$ cat config.mk
export PLATFORM = sky130hd
export DESIGN_NAME = vnan_serial_mul
export DESIGN_NICKNAME = d
export VERILOG_FILES = /design/src/hdl/vnan_pkg.sv /design/src/hdl/vnan_serial_mul.sv
export SDC_FILE = /design/constraint.sdc
export NUM_CORES = 1
export LEC_CHECK = 0
export CAP_MARGIN = 20
export CORE_MARGIN = 1.5
export CORE_UTILIZATION = 50
export CTS_CLUSTER_DIAMETER = 40
export DETAILED_ROUTE_END_ITERATION = 6
export DONT_BUFFER_PORTS = 1
export PLACE_DENSITY_LB_ADDON = 0.12
export SLEW_MARGIN = 30
export SYNTH_ARGS = -nofsm -noshare
export SYNTH_HDL_FRONTEND = slang
export SYNTH_SLANG_ARGS = --single-unit
$ cat constraint.sdc
create_clock -name clk -period 11.95 [get_ports clk]
set_clock_uncertainty 0.1 [all_clocks]
set_input_delay 2.39 -clock clk [delete_from_list [all_inputs] [get_ports clk]]
set_output_delay 2.39 -clock clk [all_outputs]
set_load 0.02 [all_outputs]
$ cat src/hdl/vnan_pkg.sv
// shared types and constants for the vertex normal accumulate and normalize block
`timescale 1ns / 1ps
`default_nettype none
package vnan_pkg;

  localparam int VERTEX_DEPTH_DEF = 4096;
  localparam int SUM_WIDTH_DEF    = 24;

  localparam int IDX_W    = 12;
  localparam int CMD_W    = 2;
  localparam int FACE_W   = 16;
  localparam int UNIT_W   = 16;
  localparam int FRAC_W   = 14;
  localparam int Q_W      = FRAC_W + 1;
  localparam int C2_W     = 2 * Q_W;
  localparam int CNT_W    = 6;
  localparam int CFG_AW   = 3;
  localparam int CFG_DW   = 32;
  localparam int MINLEN_W = 16;

  localparam logic [CMD_W-1:0] CMD_CLEAR = 2'd0;
  localparam logic [CMD_W-1:0] CMD_ACCUM = 2'd1;
  localparam logic [CMD_W-1:0] CMD_READ  = 2'd2;

  // register index is the word address, paddr[2]
  localparam logic REG_MIN_LEN = 1'b0;

  typedef enum logic [3:0] {
    ST_IDLE,
    ST_CLR,
    ST_ACC_RD,
    ST_ACC_WR,
    ST_RD_MEM,
    ST_RD_WAIT,
    ST_SQ_START,
    ST_SQ_RUN,
    ST_DEG_CHK,
    ST_T_START,
    ST_T_RUN,
    ST_C2_START,
    ST_C2_RUN,
    ST_CL_START,
    ST_CL_RUN,
    ST_CMP
  } state_t;

  typedef struct packed {
    logic             start;
    logic [CNT_W-1:0] len;
  } mul_ctl_t;

endpackage
`default_nettype wire

$ cat src/hdl/vnan_serial_mul.sv
// bit-serial shift-add multiplier with preloadable accumulator
`timescale 1ns / 1ps
`default_nettype none
module vnan_serial_mul #(
  parameter int PW  = 80,
  parameter int MPW = 30
) (
  input  wire logic                     clk,
  input  wire logic                     rst_n,
  input  wire vnan_pkg::mul_ctl_t       ctl,
  input  wire logic [PW-1:0]            acc_init,
  input  wire logic [PW-1:0]            mcand_in,
  input  wire logic [MPW-1:0]           mplier_in,
  output logic      [PW-1:0]            acc_out,
  output logic                          busy
);

  logic [PW-1:0]              acc_r;
  logic [PW-1:0]              mcand_r;
  logic [MPW-1:0]             mplier_r;
  logic [vnan_pkg::CNT_W-1:0] cnt_r;

  always_ff @(posedge clk) begin
    if (!rst_n) begin
      cnt_r <= '0;
    end else if (ctl.start) begin
      cnt_r <= ctl.len;
    end else if (cnt_r != '0) begin
      cnt_r <= cnt_r - 1'b1;
    end
  end

  // one multiplier bit per cycle
  always_ff @(posedge clk) begin
    if (ctl.start) begin
      acc_r    <= acc_init;
      mcand_r  <= mcand_in;
      mplier_r <= mplier_in;
    end else if (cnt_r != '0) begin
      if (mplier_r[0]) begin
        acc_r <= acc_r + mcand_r;
      end
      mcand_r  <= mcand_r << 1;
      mplier_r <= mplier_r >> 1;
    end
  end

  assign acc_out = acc_r;
  assign busy    = (cnt_r != '0);

endmodule
`default_nettype wire
==> flow_summary.yaml <==
yosys:
  syn-instance-count: 1263
  ys_seq_area_share_pct: 44.7
  syn_area_per_cell_sq_um: 10.3
  ys_seq_elements: 196
  syn-cell-area_sq_um: 13000
  synth_edf_count: 190
  async_reset_ff_share_pct: 0
  syn_nets: 1543
  synth_flop_cell: "edfxtp_1"
  ys_types: 76
  yosys_warnings: 0
placement:
  dp_hpwl_microns: 23600
  port_buffers: 0
  gp_congestion: 0.862
timing:
  relSlewSlack_pct: 38.6
  drv_slew: 0
  layout_min_cycle_time_ns: 4.79
  fin_tns_setup_ns: 0
  max_freq_ghz: 0.209
  tightestPinTransition_ns: 0.920
  rsz0062_at_grt: "false"
  final.period_utilization_pct: 40.1
  holdWs_ns: 0.457
  hold_viol_final: 0
  setup-violations-final: 0
global_routing:
  grt_first_pass_wirelength_microns: 48700
  grt_pass1_vias: 9309
  antenna_found_initial: 4
  grt_max_degree: 276
  gr-usage-all-layers_pct: 23.2
  grt_overflow: 0
clock_network:
  clk_pin_slew_ns: 0.09
  clockBufferDepth: 2
  worstSkewPairLatency_ns: 0.45
  cts_sinks: 196
  ctsHoldBuffers: 0
  cts.repair.resized: 0
  root_buffer: "clkbuf_16"
  cts_setup_buffers: 0
  cts_made_buffers: 17
  cts_tree: "yes"
  htreeDepth: 4
route:
  vias: 9421
  drt-wirelength-per-cell_microns: 20.2
  drt-pass1-iter-count: 6
  drtAntennaViolNets: 0
  drt_iter0_markers: 564
  drt-total-wl_microns: 31700
  drc_errors: 0
  via_per_inst: 6.02
setup_path:
  critPathKind: "input port to flip-flop"
  crit_path_end_kind: "flip-flop"
  crit_chain: "clkinv_1 > nand2_4 > buf_4"
  slowest_stage: "buf_4"
  cp_slowest_stage_delay_ns: 0.77
  crit_arrival_ns: 4.77
  crit_family: "buffers and inverters"
  crit_path_start_kind: "input port"
  cp_num_buf_inv: 2
  cp.required_ns: 11.93
  path_max_fanout: 275
die:
  io_pins: 280
  dieArea_sq_um: 27000
  start_util_pct: 51.3
  chipWidth_microns: 164
  coreArea_sq_um: 25400
  rows: 58
  dieHeight_microns: 164
power:
  combPwrFrac_pct: 49.5
  sequentialPowerShare_pct: 34.7
  p_leak_nw: 5.26
  peakVddDrop_mv: 0.109
  switchingPower_mw: 1.79
  swShare_pct: 45.9
  power_density_nw_per_um2: 281
  p_int_mw: 2.11
  p_clk_share_pct: 15.8
layout:
  fin_nets: 1497
  final_common_cell: "edfxtp_1"
  fillers: 2293
  area_growth_pct: 6.32
  final_cell_mix: "edfxtp_1, nand2_1, mux2_2"
  drive_gt1_share_pct: 14.6
outcome:
  status: "finished clean"
job:
  maxCapViolations: 0
hold_path:
  hold_class: "flip-flop to flip-flop"
==> area by class of cell <==
cell class,instances,area [sq um],area share [%]
Clock buffer,17,425,3.07
Sequential cell,196,5830,42.1
Multi-Input combinational cell,968,6820,49.2
Antenna cell,6,15.0,0.108
Timing Repair Buffer,2,18.8,0.136
Inverter,32,120,0.867
Tap cell,330,413,2.98
Clock inverter,15,215,1.55
==> path summary, 6_finish.rpt <==
check,startpoint,to,slack (ns),depth (start not counted)
setup / recovery,ctl[6],mplier_r[8],7.16,3
hold reg to reg,mplier_r[10],mplier_r[9],0.46,1
hold / removal,mplier_r[10],mplier_r[9],0.46,1
setup reg to reg,acc_out[0],acc_out[72],8.05,13
==> power groups by stage <==
stage	registers [mW]	logic, mW	clock network (mW)
after floorplan	1.30	1.54	0
final	1.35	1.93	0.615
after global placement	1.37	1.89	0
after detailed placement	1.37	1.90	0
after CTS	1.36	1.92	0.631
after global routing	1.38	2.16	0.650
==> kinds of logic after synthesis <==
kind of cell | after synthesis | synth area share [%]
compound gates | 370 | 18.1
simple gates | 333 | 11.8
flops | 196 | 44.7
mux | 111 | 9.59
buf+inv | 99 | 3.06
fa+ha+maj | 81 | 7.84
xor+xnor | 73 | 4.91
==> per-stage QoR <==
| stage | std cells | utilization, % | cell area [sq um] | power (mW) | setup WS [ns] |
|---|---|---|---|---|---|
| CTS | 1560 | 54.5 | 13800 | 3.90 | 7.33 |
| floorplan | 1263 | - | 13000 | 2.84 | 5.96 |
| global placement | 1528 | 51.9 | 13200 | 3.26 | 6.99 |
| global route | 1562 | 54.5 | 13800 | 4.18 | 7.17 |
| detailed placement | 1528 | 52.0 | 13200 | 3.28 | 6.86 |
| finish | 1566 | 54.5 | 13900 | 3.89 | 7.16 |
==> synthesized netlist by cell type, types with 15 or more instances <==
library cell    n  area [sq um]
edfxtp_1      190          5710
nand2_1       165           619
mux2_2        110          1240
o21ai_0       109           546
a21oi_1       105           526
ha_1           80          1000
nor2_1         56           210
clkbuf_1       49           184
xnor2_1        46           403
a21o_1         32           240
inv_1          31           116
nand4_1        29           181
xor2_1         27           236
o21bai_1       16           120
nand3_1        15          75.1
nor3_1         15          75.1
==> registers in the layout, summed over array words and instances (netlist names) <==
| signal | cells |
|---|---|
| mplier_r | 30 |
| mcand_r | 80 |
| cnt_r | 6 |
| acc_out | 80 |
==> worst reg2reg max path: stages, from the launching register on <==
cell	delay (ns)
edfxtp_1	0.49
ha_1	0.21
inv_1	0.05
fa_1	0.39
nor2b_1	0.20
o21ai_1	0.14
a21boi_4	0.24
a31o_2	0.29
a31oi_2	0.18
nor3b_1	0.51
o2111a_1	0.40
o21ai_2	0.10
a211o_1	0.29
a2bb2oi_1	0.15
==> per-layer routing <==
| layer | global-route usage [%] | part of all wire (%) | vias to the layer above |
|---|---|---|---|
| met1 | 29.7 | 43 | 4447 |
| met3 | 7.66 | 9.0 | 26 |
| met4 | 6.27 | 1.4 | 0 |
| met5 | 0 | 0 | - |
| met2 | 37.7 | 46 | 302 |
| li1 | - | - | 4646 |
Power figures use the tool's default switching activity.
